**config.mk**
```make
export PLATFORM = sky130hd
export DESIGN_NAME = thermostat_segment_display_controller
export DESIGN_NICKNAME = d
export VERILOG_FILES = /design/src/rtl/tsdc_pkg.sv /design/src/rtl/thermostat_segment_display_controller.sv
export SDC_FILE = /design/constraint.sdc
export NUM_CORES = 1
export LEC_CHECK = 0
export ABC_AREA = 0
export BUFFER_PORTS_ARGS = -buffer_cell sky130_fd_sc_hd__buf_2
export CORE_ASPECT_RATIO = 1.5
export CORE_MARGIN = 5
export CORE_UTILIZATION = 60
export CTS_BUF_LIST = sky130_fd_sc_hd__clkbuf_2
export DETAILED_ROUTE_END_ITERATION = 10
export PLACE_DENSITY = 0.88
export SLEW_MARGIN = 20
export SYNTH_ARGS = -nofsm -noshare
export SYNTH_HDL_FRONTEND = slang
export SYNTH_SLANG_ARGS = --single-unit
```
**constraint.sdc**
```tcl
create_clock -name clock -period 22 [get_ports clock]
set_input_delay 4.4 -clock clock [delete_from_list [all_inputs] [get_ports clock]]
set_output_delay 4.4 -clock clock [all_outputs]
set_load 0.01 [all_outputs]
```
**src/rtl/tsdc_pkg.sv**
```systemverilog
// Shared types, reset constants and segment tables for the thermostat display controller.
// Depends on nothing; the controller top level imports it.

package tsdc_pkg;

   // Default blink period in timer ticks.
   localparam int unsigned TICKS_PER_SECOND_DEF = 30;

   // Configuration reset values.
   localparam logic [15:0] SENSOR_MISSING_RESET = 16'hF830;   // -2000 tenths
   localparam logic [3:0]  MODE_TIMEOUT_RESET   = 4'd10;

   // Field widths.
   localparam int unsigned TEMP_WIDTH      = 16;
   localparam int unsigned PHASE_WIDTH     = 5;
   localparam int unsigned TIMEOUT_WIDTH   = 4;
   localparam int unsigned SEGMENT_WIDTH   = 8;
   localparam int unsigned CSR_INDEX_WIDTH = 1;

   // Reciprocal of ten scaled by 2^19; exact for magnitudes up to 32768.
   localparam logic [15:0] RECIP_TEN       = 16'd52429;
   localparam int unsigned RECIP_TEN_SHIFT = 19;
   localparam logic [6:0]  MAX_INT_PART    = 7'd99;

   typedef enum logic [1:0] {
      REQ_REFRESH = 2'd0,
      REQ_MODE    = 2'd1,
      REQ_TICK    = 2'd2
   } req_kind_type;

   typedef enum logic [1:0] {
      MODE_CURRENT  = 2'd0,
      MODE_MISSING  = 2'd1,
      MODE_SET_TEMP = 2'd2,
      MODE_SET_MODE = 2'd3
   } disp_mode_type;

   typedef enum logic [CSR_INDEX_WIDTH-1:0] {
      CSR_SENSOR_MISSING = 1'd0,
      CSR_MODE_TIMEOUT   = 1'd1
   } csr_index_type;

   // Symbol codes beyond the decimal digits.
   localparam logic [3:0] SYM_MINUS = 4'd10;
   localparam logic [3:0] SYM_DOT   = 4'd11;
   localparam logic [3:0] SYM_BLANK = 4'd12;
   localparam logic [3:0] SYM_UNDER = 4'd13;
   localparam logic [3:0] SYM_UPPER = 4'd14;

   // Active-low segment patterns for the left and right digits.
   function automatic logic [7:0] seg_table_a(input logic [3:0] sym);
      logic [7:0] pat;
      case (sym)
         4'd0:    pat = 8'h81;
         4'd1:    pat = 8'hE7;
         4'd2:    pat = 8'h49;
         4'd3:    pat = 8'h43;
         4'd4:    pat = 8'h27;
         4'd5:    pat = 8'h13;
         4'd6:    pat = 8'h11;
         4'd7:    pat = 8'h87;
         4'd8:    pat = 8'h01;
         4'd9:    pat = 8'h03;
         4'd10:   pat = 8'h7F;
         4'd11:   pat = 8'hFE;
         4'd13:   pat = 8'hFB;
         4'd14:   pat = 8'hDF;
         default: pat = 8'hFF;
      endcase
      return pat;
   endfunction

   // Active-low segment patterns for the middle digit, which is wired differently.
   function automatic logic [7:0] seg_table_b(input logic [3:0] sym);
      logic [7:0] pat;
      case (sym)
         4'd0:    pat = 8'h12;
         4'd1:    pat = 8'h7B;
         4'd2:    pat = 8'h26;
         4'd3:    pat = 8'h23;
         4'd4:    pat = 8'h4B;
         4'd5:    pat = 8'h83;
         4'd6:    pat = 8'h82;
         4'd7:    pat = 8'h1B;
         4'd8:    pat = 8'h02;
         4'd9:    pat = 8'h03;
         4'd10:   pat = 8'hEF;
         4'd11:   pat = 8'hFD;
         4'd13:   pat = 8'hF7;
         4'd14:   pat = 8'hBF;
         default: pat = 8'hFF;
      endcase
      return pat;
   endfunction

   // Tens digit of a value known to be at most 99.
   function automatic logic [3:0] tens_digit(input logic [6:0] v);
      logic [3:0] t;
      if (v >= 7'd90)      t = 4'd9;
      else if (v >= 7'd80) t = 4'd8;
      else if (v >= 7'd70) t = 4'd7;
      else if (v >= 7'd60) t = 4'd6;
      else if (v >= 7'd50) t = 4'd5;
      else if (v >= 7'd40) t = 4'd4;
      else if (v >= 7'd30) t = 4'd3;
      else if (v >= 7'd20) t = 4'd2;
      else if (v >= 7'd10) t = 4'd1;
      else                 t = 4'd0;
      return t;
   endfunction

endpackage

```
**src/rtl/thermostat_segment_display_controller.sv**
```systemverilog
// Top level of the thermostat three-digit seven-segment display controller.
// Depends on tsdc_pkg for types, reset values and the two segment tables.
//
// Usage: each request word is a refresh, a mode request or a one-second tick.
// A refresh re-encodes the display for the current mode; a mode request
// switches mode and restarts the timeout; a tick counts the timeout down.
// Every request word produces exactly one response word that carries the three
// active-low segment bytes, the brightness and the display mode as they stand
// after that request.
// An accepted word is registered in the request register; when it is handled, its
// response is loaded into the display state and shown from then on. Throughput is
// one word per cycle while the receiver does not stall; the single combinational
// pass from the request register into the display state sets that figure.
// The display state registers are the response register: they only change
// when a new response is loaded. While the receiver stalls, the response holds,
// the request register keeps its word and req_stall rises once it is full.
// Configuration writes are always taken (csr_ready is high) and should only
// happen while the block is idle. Reset blanks the display, sets brightness to
// 255, selects the current-temperature mode and restores the register defaults.

module thermostat_segment_display_controller #(
   parameter int unsigned TICKS_PER_SECOND = tsdc_pkg::TICKS_PER_SECOND_DEF
) (
   input  logic                                   clock,
   input  logic                                   reset,
   // Request channel
   input  logic                                   req_valid,
   output logic                                   req_stall,
   input  logic [1:0]                             req_type,
   input  logic signed [tsdc_pkg::TEMP_WIDTH-1:0] req_temperature,
   input  logic [tsdc_pkg::PHASE_WIDTH-1:0]       req_tick_phase,
   input  logic                                   req_output_on,
   input  logic [1:0]                             req_new_mode,
   input  logic signed [tsdc_pkg::TEMP_WIDTH-1:0] req_set_temperature,
   input  logic                                   req_heating_flag,
   // Response channel
   output logic                                   rsp_valid,
   input  logic                                   rsp_stall,
   output logic [tsdc_pkg::SEGMENT_WIDTH-1:0]     rsp_segment_left,
   output logic [tsdc_pkg::SEGMENT_WIDTH-1:0]     rsp_segment_middle,
   output logic [tsdc_pkg::SEGMENT_WIDTH-1:0]     rsp_segment_right,
   output logic [7:0]                             rsp_brightness,
   output logic [1:0]                             rsp_display_mode,
   // Configuration write channel
   input  logic                                   csr_valid,
   output logic                                   csr_ready,
   input  logic [tsdc_pkg::CSR_INDEX_WIDTH-1:0]   csr_index,
   input  logic [tsdc_pkg::TEMP_WIDTH-1:0]        csr_data
);

   import tsdc_pkg::*;

   // Phase thresholds derived from the blink period.
   localparam logic [PHASE_WIDTH-1:0] HALF_PHASE = PHASE_WIDTH'(TICKS_PER_SECOND / 2);
   localparam logic signed [6:0]      TPS_S7     = 7'(TICKS_PER_SECOND);
   localparam logic signed [11:0]     RAMP_STEP  = 12'(TICKS_PER_SECOND / 2 - 1);
   localparam logic [7:0]             TPS_U8     = 8'(TICKS_PER_SECOND);
   localparam logic [7:0]             ANIM_Q1    = 8'(TICKS_PER_SECOND / 4);
   localparam logic [7:0]             ANIM_Q2    = 8'(TICKS_PER_SECOND / 2);
   localparam logic [7:0]             ANIM_Q3    = 8'(TICKS_PER_SECOND * 3 / 4);

   // Request register.
   logic                           req_full_ff, req_full_in;
   logic [1:0]                     kind_ff;
   logic signed [TEMP_WIDTH-1:0]   temp_ff;
   logic [PHASE_WIDTH-1:0]         phase_ff;
   logic                           out_on_ff;
   logic [1:0]                     new_mode_ff;
   logic signed [TEMP_WIDTH-1:0]   set_temp_ff;
   logic                           heating_ff;

   // Configuration registers.
   logic signed [TEMP_WIDTH-1:0]   missing_below_ff, missing_below_in;
   logic [TIMEOUT_WIDTH-1:0]       timeout_cfg_ff, timeout_cfg_in;

   // Display state, which doubles as the response register.
   logic                           rsp_valid_ff, rsp_valid_in;
   disp_mode_type                  mode_ff, mode_in;
   logic [TIMEOUT_WIDTH-1:0]       timeout_ff, timeout_in;
   logic [SEGMENT_WIDTH-1:0]       seg_left_ff, seg_left_in;
   logic [SEGMENT_WIDTH-1:0]       seg_mid_ff, seg_mid_in;
   logic [SEGMENT_WIDTH-1:0]       seg_right_ff, seg_right_in;
   logic [7:0]                     bright_ff, bright_in;
   logic signed [TEMP_WIDTH-1:0]   held_temp_ff, held_temp_in;
   logic                           held_heat_ff, held_heat_in;

   // Handshake.
   logic                           advance;
   logic                           req_take;

   // Number encoder.
   logic signed [TEMP_WIDTH-1:0]   num_src;
   logic                           num_neg;
   logic [TEMP_WIDTH:0]            num_mag;
   logic [32:0]                    num_prod;
   logic [11:0]                    num_quot;
   logic [3:0]                     num_frac;
   logic                           num_in_range;
   logic [6:0]                     int_part;
   logic [3:0]                     int_tens;
   logic [3:0]                     int_units;
   logic [3:0]                     hi_sym;
   logic [SEGMENT_WIDTH-1:0]       num_left, num_mid, num_right;

   // Brightness ramp and set-mode animation.
   logic signed [6:0]              ramp_dist;
   logic signed [11:0]             ramp_prod;
   logic signed [11:0]             ramp_raw;
   logic [7:0]                     ramp_value;
   logic [7:0]                     anim_count;
   logic [3:0]                     anim_sym;
   logic [3:0]                     blink_sym;
   logic                           sensor_absent;
   disp_mode_type                  checked_mode;
   logic                           heater_dot;

   assign advance   = req_full_ff && (!rsp_valid_ff || !rsp_stall);
   assign req_stall = req_full_ff && !advance;
   assign req_take  = req_valid && !req_stall;
   assign csr_ready = 1'b1;

   assign rsp_valid          = rsp_valid_ff;
   assign rsp_segment_left   = seg_left_ff;
   assign rsp_segment_middle = seg_mid_ff;
   assign rsp_segment_right  = seg_right_ff;
   assign rsp_brightness     = bright_ff;
   assign rsp_display_mode   = mode_ff;

   // The number shown is the held set temperature in set-temperature mode and
   // the measured temperature otherwise.
   always_comb begin
      num_src  = (mode_ff == MODE_SET_TEMP) ? held_temp_ff : temp_ff;
      num_neg  = num_src[TEMP_WIDTH-1];
      num_mag  = num_neg ? ((TEMP_WIDTH+1)'(0) - {num_src[TEMP_WIDTH-1], num_src})
                         : {1'b0, num_src};
      // Integer part by reciprocal multiplication, remainder by back-subtraction.
      num_prod     = 33'(num_mag) * 33'(RECIP_TEN);
      num_quot     = 12'(num_prod >> RECIP_TEN_SHIFT);
      num_frac     = 4'(num_mag - (TEMP_WIDTH+1)'(num_quot) * (TEMP_WIDTH+1)'(10));
      num_in_range = (num_quot <= 12'(MAX_INT_PART));
      int_part     = num_quot[6:0];
      int_tens     = tens_digit(int_part);
      int_units    = 4'(int_part - 7'(int_tens) * 7'd10);
      hi_sym       = (int_tens != 4'd0) ? int_tens : SYM_BLANK;

      if (!num_in_range) begin
         num_left  = seg_table_a(SYM_UNDER);
         num_mid   = seg_table_b(SYM_UNDER);
         num_right = seg_table_a(SYM_UNDER);
      end else if (num_neg) begin
         // A minus takes the left digit; two-digit values drop the fraction.
         num_left = seg_table_a(SYM_MINUS);
         if (int_tens != 4'd0) begin
            num_mid   = seg_table_b(hi_sym);
            num_right = seg_table_a(int_units);
         end else begin
            num_mid   = seg_table_b(int_units) & seg_table_b(SYM_DOT);
            num_right = seg_table_a(num_frac);
         end
      end else begin
         num_left  = seg_table_a(hi_sym);
         num_mid   = seg_table_b(int_units) & seg_table_b(SYM_DOT);
         num_right = seg_table_a(num_frac);
      end
   end

   // Brightness ramp: dims toward mid-period and back, clamped to a byte.
   always_comb begin
      if (phase_ff < HALF_PHASE) begin
         ramp_dist = 7'({2'b00, phase_ff});
      end else begin
         ramp_dist = TPS_S7 - 7'({2'b00, phase_ff});
      end
      ramp_prod = 12'(ramp_dist) * RAMP_STEP;
      ramp_raw  = 12'sd255 - ramp_prod;
      if (ramp_raw < 12'sd0) begin
         ramp_value = 8'd0;
      end else if (ramp_raw > 12'sd255) begin
         ramp_value = 8'd255;
      end else begin
         ramp_value = ramp_raw[7:0];
      end
   end

   // Set-mode animation runs forward when heating and backward when cooling.
   always_comb begin
      anim_count = held_heat_ff ? {3'b000, phase_ff} : (TPS_U8 - {3'b000, phase_ff});
      if (anim_count < ANIM_Q1) begin
         anim_sym = SYM_DOT;
      end else if (anim_count < ANIM_Q2) begin
         anim_sym = SYM_UNDER;
      end else if (anim_count < ANIM_Q3) begin
         anim_sym = SYM_MINUS;
      end else begin
         anim_sym = SYM_UPPER;
      end
      blink_sym  = (phase_ff < HALF_PHASE) ? SYM_MINUS : SYM_BLANK;
      heater_dot = out_on_ff && ((phase_ff < 5'd3) || (phase_ff > 5'd6 && phase_ff < 5'd9));
   end

   // Sensor presence check that runs ahead of every refresh.
   always_comb begin
      sensor_absent = (temp_ff < missing_below_ff);
      checked_mode  = mode_ff;
      if (sensor_absent && mode_ff == MODE_CURRENT) begin
         checked_mode = MODE_MISSING;
      end else if (!sensor_absent && mode_ff == MODE_MISSING) begin
         checked_mode = MODE_CURRENT;
      end
   end

   // Next display state for the word in the request register.
   always_comb begin
      mode_in      = mode_ff;
      timeout_in   = timeout_ff;
      seg_left_in  = seg_left_ff;
      seg_mid_in   = seg_mid_ff;
      seg_right_in = seg_right_ff;
      bright_in    = bright_ff;
      held_temp_in = held_temp_ff;
      held_heat_in = held_heat_ff;

      case (req_kind_type'(kind_ff))
         REQ_REFRESH: begin
            mode_in = checked_mode;
            case (checked_mode)
               MODE_CURRENT: begin
                  bright_in    = 8'd255;
                  seg_left_in  = num_left;
                  seg_mid_in   = num_mid;
                  seg_right_in = num_right;
               end
               MODE_MISSING: begin
                  seg_left_in  = seg_table_a(blink_sym);
                  seg_mid_in   = seg_table_b(blink_sym);
                  seg_right_in = seg_table_a(blink_sym);
               end
               MODE_SET_TEMP: begin
                  // An expired timeout falls back to the current temperature
                  // and leaves the display as it is until the next refresh.
                  if (timeout_ff == '0) begin
                     mode_in = MODE_CURRENT;
                  end else begin
                     seg_left_in  = num_left;
                     seg_mid_in   = num_mid;
                     seg_right_in = num_right;
                     bright_in    = ramp_value;
                  end
               end
               default: begin
                  if (timeout_ff == '0) begin
                     mode_in = MODE_CURRENT;
                  end else begin
                     seg_left_in  = seg_table_a(anim_sym);
                     seg_mid_in   = seg_table_b(anim_sym);
                     seg_right_in = seg_table_a(anim_sym);
                  end
               end
            endcase
            // The heater dot is added on every refresh, expired or not.
            if (heater_dot) begin
               seg_right_in = seg_right_in & seg_table_a(SYM_DOT);
            end
         end
         REQ_MODE: begin
            // The set temperature is captured only on entry into that mode.
            if (new_mode_ff == MODE_SET_TEMP && mode_ff != MODE_SET_TEMP) begin
               held_temp_in = set_temp_ff;
               held_heat_in = heating_ff;
            end
            mode_in    = disp_mode_type'(new_mode_ff);
            timeout_in = timeout_cfg_ff;
         end
         REQ_TICK: begin
            if (timeout_ff != '0) begin
               timeout_in = timeout_ff - TIMEOUT_WIDTH'(1);
            end
         end
         default: begin
         end
      endcase
   end

   // Handshake and configuration next values.
   always_comb begin
      if (req_take) begin
         req_full_in = 1'b1;
      end else if (advance) begin
         req_full_in = 1'b0;
      end else begin
         req_full_in = req_full_ff;
      end

      if (advance) begin
         rsp_valid_in = 1'b1;
      end else if (!rsp_stall) begin
         rsp_valid_in = 1'b0;
      end else begin
         rsp_valid_in = rsp_valid_ff;
      end

      missing_below_in = missing_below_ff;
      timeout_cfg_in   = timeout_cfg_ff;
      if (csr_valid && csr_ready) begin
         case (csr_index_type'(csr_index))
            CSR_SENSOR_MISSING: missing_below_in = csr_data;
            CSR_MODE_TIMEOUT:   timeout_cfg_in   = csr_data[TIMEOUT_WIDTH-1:0];
            default: begin
            end
         endcase
      end
   end

   always_ff @(posedge clock) begin
      if (reset) begin
         req_full_ff      <= 1'b0;
         rsp_valid_ff     <= 1'b0;
         missing_below_ff <= SENSOR_MISSING_RESET;
         timeout_cfg_ff   <= MODE_TIMEOUT_RESET;
         mode_ff          <= MODE_CURRENT;
         timeout_ff       <= '0;
         seg_left_ff      <= '1;
         seg_mid_ff       <= '1;
         seg_right_ff     <= '1;
         bright_ff        <= 8'd255;
         held_temp_ff     <= '0;
         held_heat_ff     <= 1'b0;
      end else begin
         req_full_ff      <= req_full_in;
         rsp_valid_ff     <= rsp_valid_in;
         missing_below_ff <= missing_below_in;
         timeout_cfg_ff   <= timeout_cfg_in;
         if (advance) begin
            mode_ff      <= mode_in;
            timeout_ff   <= timeout_in;
            seg_left_ff  <= seg_left_in;
            seg_mid_ff   <= seg_mid_in;
            seg_right_ff <= seg_right_in;
            bright_ff    <= bright_in;
            held_temp_ff <= held_temp_in;
            held_heat_ff <= held_heat_in;
         end
      end
   end

   // Request payload register; no reset needed.
   always_ff @(posedge clock) begin
      if (req_take) begin
         kind_ff     <= req_type;
         temp_ff     <= req_temperature;
         phase_ff    <= req_tick_phase;
         out_on_ff   <= req_output_on;
         new_mode_ff <= req_new_mode;
         set_temp_ff <= req_set_temperature;
         heating_ff  <= req_heating_flag;
      end
   end

endmodule

```
==> out/results.txt, run 1 <==
Synth area leaders: ha_1 18%, fa_1 15%, dfxtp_1 13%
Fillers: 1543
Tmin final: 11370 ps
CP Class: flop to flop
Critical path arrival: 11960 ps
Port Buf Inserts: 100
DR iter-0 viols: 592
Core area: 0.0198 sq mm
Clock sinks: 120
Final Hold Fails: 0
Crit path launch: rsp_display_mode[0]
Residual DRC count: 0
Status: completed
Die width: 126 microns
Setup TNS: 0 ps
Fin Clk Skew: 42.1 ps
Area of the multi-input gates: 0.00825 sq mm
Worst EP required: 22600 ps
Maximum achievable frequency: 0.0880 GHz
CP max-delay cell: mux2i_1
HP Start: missing_below_ff[9]
Vias per cell: 5.87
Total number of vias: 9767
CP most frequent cell: fa_1
Clk root buf: clkbuf_2
Hold Path Class: flop to flop
# rows: 63
Setup bufs post-CTS: 0
Most common cell after layout, fill and taps aside: inv_1
DP HPWL: 24400 microns
Final Max Slew Viols: 0
First-pass GRT wire length: 49000 microns
# IOs: 102
Max FO, Critical Path: 26
Register area share after synthesis: 23.6%
Final hold slack: 470 ps
Max stage delay on crit path: 680 ps
Pin count of the biggest net entering global routing: 70
Final ANT Viol Nets: 0
GR Overflow Total: 0
Synth Flop Type: dfxtp_1
Final GP Congestion: 0.999
Max_slew headroom: 25.7%
Top cell type's share of synthesized area: 18.3%
Period utilization: 51.7%
CTS Hold Bufs: 0
Initial antenna violation count: 1
Area grow syn2layout: 8.37%
Worst R2R Start: rsp_display_mode[0]
Pre-antenna DRT Iters: 5
Syn Inst Count: 1303
RSZ-0062 raised after global routing: false
Nets: 1723
Initial core utilization: 60.7%
Yosys warns: 0
Crit. End Element: flop
Async S/R FF share, synth: 0%
Vias in the first global route: 10354
Synth unique cells: 79
Max-Cap Viols: 0
Routed WL: 29600 microns
Reg clk slew, reported paths: 190 ps
Setup violators final: 0
Resized cells post-CTS: 0
Register bit total from synthesis: 120
Max Root-Sink Buffers: 2
Post-synth EDFFs: 43
Storage element area: 0.00283 sq mm
Commonest non-fill, non-tap cells in the layout: 214 x inv_1, 176 x ha_1, 100 x buf_2
Mapped Avg Cell Area: 9.22 sq um
TritonCTS clock tree: built
Num CTS Buffers: 17
Die Area: 0.0230 sq mm
Mapped Area: 0.0120 sq mm
Ratio of cells with drive above 1 in the final layout: 11.4%
Slew @ Worst Pin: 1110 ps
Die H: 183 microns
Startpoint types: flop
WL/cell: 17.8 microns
H-Tree Depth: 4
Total GRT Usage: 26.3%
Clk Latency, worst-skew pair: 720 ps
Dominant cell type by area after synthesis: ha_1
[routing by layer]
metal	global-route usage, %	share of wire (%)	up-vias
met5	0	0	-
met4	14.6	5.9	0
met2	50.0	54	360
met3	3.88	4.4	116
li1	-	-	4630
met1	27.3	36	4661
[sequential cells by signal, summed over array words and instances, names as in the netlist, 5 cells and up]
register,cells
missing_below_ff,16
temp_ff,16
rsp_brightness,8
phase_ff,5
rsp_segment_middle,8
set_temp_ff,16
rsp_segment_right,8
held_temp_ff,16
rsp_segment_left,8
[logic make-up after synthesis]
| logic type | after synthesis | synth area share (%) |
|---|---|---|
| other cells | 2 | 0.0625 |
| flops | 120 | 23.6 |
| fa+ha+maj | 269 | 33.6 |
| xor+xnor | 53 | 4.30 |
| buf+inv | 255 | 8.11 |
| simple gates | 310 | 12.3 |
| mux | 43 | 3.82 |
| compound gates | 251 | 14.2 |
[area by class of cell]
type | count | area share, %
Timing Repair Buffer | 105 | 4.23
Sequential cell | 120 | 21.7
Inverter | 214 | 6.17
Multi-Input combinational cell | 933 | 63.3
Tap cell | 260 | 2.50
Clock inverter | 14 | 1.32
Antenna cell | 1 | 0.0192
Clock buffer | 18 | 0.692
[cell usage after synthesis, drive strengths merged, types with 5 or more instances]
cell,n
a211o,14
a211oi,9
a21o,13
a21oi,75
a221o,13
a22oi,6
a31oi,15
and2,10
and3,16
buf,13
clkbuf,28
dfxtp,77
edfxtp,43
fa,91
ha,176
inv,214
mux2i,39
nand2,87
nand2b,17
nand3,15
nand4,5
nor2,99
nor2b,7
nor3,23
nor3b,5
o2111ai,5
o211ai,12
o21ai,44
o22ai,6
or3,6
xnor2,30
xor2,23
[worst max-delay path: cells and delay by family, from the launching register on]
kind                     cells  cell delay [ps]
adder cells (fa/ha/maj)     10             4500
XOR/XNOR                     5             2000
AO/OA/AOI/OAI                7             1800
AND/OR/NAND/NOR              7             1170
multiplexers                 1              680
buffers and inverters        4              670
flip-flops                   1              440
[through the flow]
step                      std cells  area (sq um)  setup WS (ps)  utilization [%]
after floorplan                1308         12000          12040                -
after global placement         1631         12700          11080             64.3
after detailed placement       1631         12700          10800             64.3
after CTS                      1663         13000          10710             65.7
after global routing           1665         13000           9890             65.8
final                          1665         13000          10630             65.8
[final timing paths]
path	to	slack [ps]	depth (start not counted)
setup / recovery	rsp_segment_right[3]	10630	34
hold reg to reg	missing_below_ff[9]	470	2
hold / removal	missing_below_ff[9]	470	2
setup reg to reg	rsp_segment_right[3]	10630	34
Power of run 1 is left out: the tool's default activity adds up to more than one toggle a clock period on the data nets, which glitch-free logic cannot reach.
==> inputs of run 2 (changes only) <==
Settings changed: ABC_AREA 0 to 1, CORE_UTILIZATION 60 to 57.
Clock period 22 ns to 9.3 ns, I/O delays scaled along.
==> run 2 against run 1 <==
Effect of this change: die area grew 5.8%; wire length increased by 8.7%; final area increased by 6.7%; clock skew decreased by 12 ps; register-to-register slack worse by 10000 ps; worst setup slack worse by 10000 ps; via count increased by 11%; first-iteration DRC count rose by 38%; fmax grew 27%; synthesized cell count is 17% higher.
==> out/results.txt, run 2 <==
DP HPWL: 25800 microns (+5.7%)
Slew @ Worst Pin: 735 ps (-376 ps)
Post-synth EDFFs: 43 (unchanged)
Period utilization: 96.0% (+44 points)
Top cells by count, synth: 325 x inv_1, 229 x nand2_1, 176 x ha_1
# rows: 65 (+3.2%)
First-pass GRT wire length: 50100 microns (+2.2%)
Crit. End Element: flop
Pre-antenna DRT Iters: 8 (+3)
Final GP Congestion: 0.992 (-0.75%)
Clk root buf: clkbuf_2
GR Overflow Total: 0 (unchanged)
Register bit total from synthesis: 120 (unchanged)
Pre-CTS setup slack: -40.1 ps (-10840 ps)
Hold Path Class: flop to flop
Yosys warns: 0 (unchanged)
Synth area leaders: ha_1 18%, fa_1 15%, dfxtp_1 13%
Synth Flop Type: dfxtp_1
CP max-delay cell: fa_1
Max-Cap Viols: 0 (unchanged)
Area grow syn2layout: 14.5%
Total number of vias: 10839 (+11%)
Die H: 189 microns (+2.9%)
Tmin final: 8930 ps (-2440 ps)
Core area: 0.0210 sq mm (+6.1%)
Clock sinks: 120 (unchanged)
Port Buf Inserts: 100 (unchanged)
Startpoint types: flop
Reg clk slew, reported paths: 200 ps (about the same)
Setup violators final: 0 (unchanged)
Commonest non-fill, non-tap cells in the layout: 312 x inv_1, 213 x nand2_1, 160 x ha_1
Maximum achievable frequency: 0.112 GHz (+27%)
Pin count of the biggest net entering global routing: 45 (-36%)
Area of the multi-input gates: 0.00836 sq mm (+1.4%)
Mapped Area: 0.0121 sq mm (+0.94%)
Ratio of cells with drive above 1 in the final layout: 18.1% (+6.7 points)
Worst R2R Start: rsp_display_mode[0]
Max stage delay on crit path: 540 ps (-140 ps)
Max_slew headroom: 50.5% (+25 points)
Max Root-Sink Buffers: 2 (unchanged)
Top cell type's share of synthesized area: 18.2% (-0.17 points)
TritonCTS clock tree: built
Critical path arrival: 9500 ps (-2460 ps)
WL/cell: 16.5 microns (-7.0%)
Most common cell after layout, fill and taps aside: inv_1
Final Hold Fails: 0 (unchanged)
Status: completed
Nets: 1996 (+16%)
Initial core utilization: 57.8% (-2.9 points)
Initial antenna violation count: 1 (unchanged)
Crit path launch: rsp_display_mode[0]
Clk Latency, worst-skew pair: 690 ps (-30 ps)
Final ANT Viol Nets: 0 (unchanged)
H-Tree Depth: 4 (unchanged)
RSZ-0062 raised after global routing: true
HP Start: missing_below_ff[7]
Vias in the first global route: 10971 (+6.0%)
Worst EP required: 9870 ps (-12730 ps)
Total GRT Usage: 25.6% (-0.66 points)
Num CTS Buffers: 17 (unchanged)
Vias per cell: 5.57 (-5.0%)
Mapped Avg Cell Area: 7.97 sq um (-14%)
Die Area: 0.0244 sq mm (+5.8%)
Die width: 129 microns (+2.8%)
Top-count cell post-synth: inv_1
Fillers: 1662 (+7.7%)
Final Max Slew Viols: 0 (unchanged)
Synth unique cells: 49 (-38%)
CP Class: flop to flop
Fin Clk Skew: 30.5 ps (-11.6 ps)
Syn Inst Count: 1522 (+17%)
Fin worst setup slack: 369 ps (-10260 ps)
CP most frequent cell: nand2_1
Storage element area: 0.00284 sq mm (+0.26%)
Register area share after synthesis: 23.3% (-0.22 points)
Routed WL: 32200 microns (+8.7%)
Async S/R FF share, synth: 0% (unchanged)
Max FO, Critical Path: 12 (-54%)
# IOs: 102 (unchanged)
Setup TNS: 0 ps (unchanged)
Residual DRC count: 0 (unchanged)
DR iter-0 viols: 817 (+38%)
Dominant cell type by area after synthesis: ha_1
[run 2: cell count changes after synthesis, sizes merged, moves of 13 or more]
| cell | before | now |
|---|---|---|
| inv | 214 | 333 |
| and3 | 16 | 1 |
| nand2 | 87 | 243 |
| nand3 | 15 | 44 |
| o21ai | 44 | 115 |
| mux2i | 39 | 7 |
| a21oi | 75 | 109 |
| a211o | 14 | 0 |
| xnor2 | 30 | 11 |
| a221o | 13 | 0 |
| nand2b | 17 | 0 |
[run 2: timing repair]
item	CTS	global route
setup buffers	0	16
endpoints found under the setup margin	15	24
hold buffers	0	0
resized for setup	4	100
pin swaps	0	27
[run 2: path summary, 6_finish.rpt]
kind                          endpoint  cells past startpoint  slack, ps
hold reg to reg    missing_below_ff[7]                      2        470
setup reg to reg  rsp_segment_right[4]                     54        370
setup / recovery  rsp_segment_right[4]                     54        370
hold / removal     missing_below_ff[7]                      2        470
[run 2: cells by family after synthesis]
group	count (synthesis)	synth area share [%]
muxes	7	0.578
DFF	120	23.3
xor gates and xnor gates	44	3.18
adders and majority gates	267	33.2
AOI/OAI and AO/OA	272	12.3
other	2	0.0619
buffers and inverters	361	11.3
and+or+nand+nor	449	16.1
[run 2: worst max-delay path: cells and delay by family (launching register included)]
kind	cells	cell delay, ps
compound gates	5	820
xor+xnor	3	640
fa+ha+maj	9	3490
buf+inv	13	1150
flops	1	400
simple gates	24	2300
[run 2: layout make-up]
class	instances	area share, %
multi-input cells	1046	60.2
flip-flops and latches	120	20.4
inverters	334	9.04
repair buffers	145	6.06
well taps	268	2.41
clock inverters	15	1.21
clock buffers	17	0.612
diodes	1	0.0180
[run 2: metrics by stage]
step / hold WS (ps) / util, % / instances / area, sq um
global route: 507 / 66.2 / 1946 / 13900
floorplan: 430 / - / 1527 / 12200
CTS: 474 / 63.7 / 1929 / 13400
global placement: 443 / 62.4 / 1897 / 13100
finish: 475 / 66.2 / 1946 / 13900
detailed placement: 449 / 62.4 / 1897 / 13100
[run 2: layer usage]
| layer | track usage (%) | vias to the layer above | part of all wire [%] |
|---|---|---|---|
| met5 | 0 | - | 0 |
| met4 | 15.0 | 0 | 6.5 |
| met3 | 3.49 | 164 | 4.2 |
| met2 | 47.6 | 428 | 53 |
| met1 | 26.7 | 5076 | 36 |
| li1 | - | 5171 | - |
Power of run 2 is left out for the same reason.
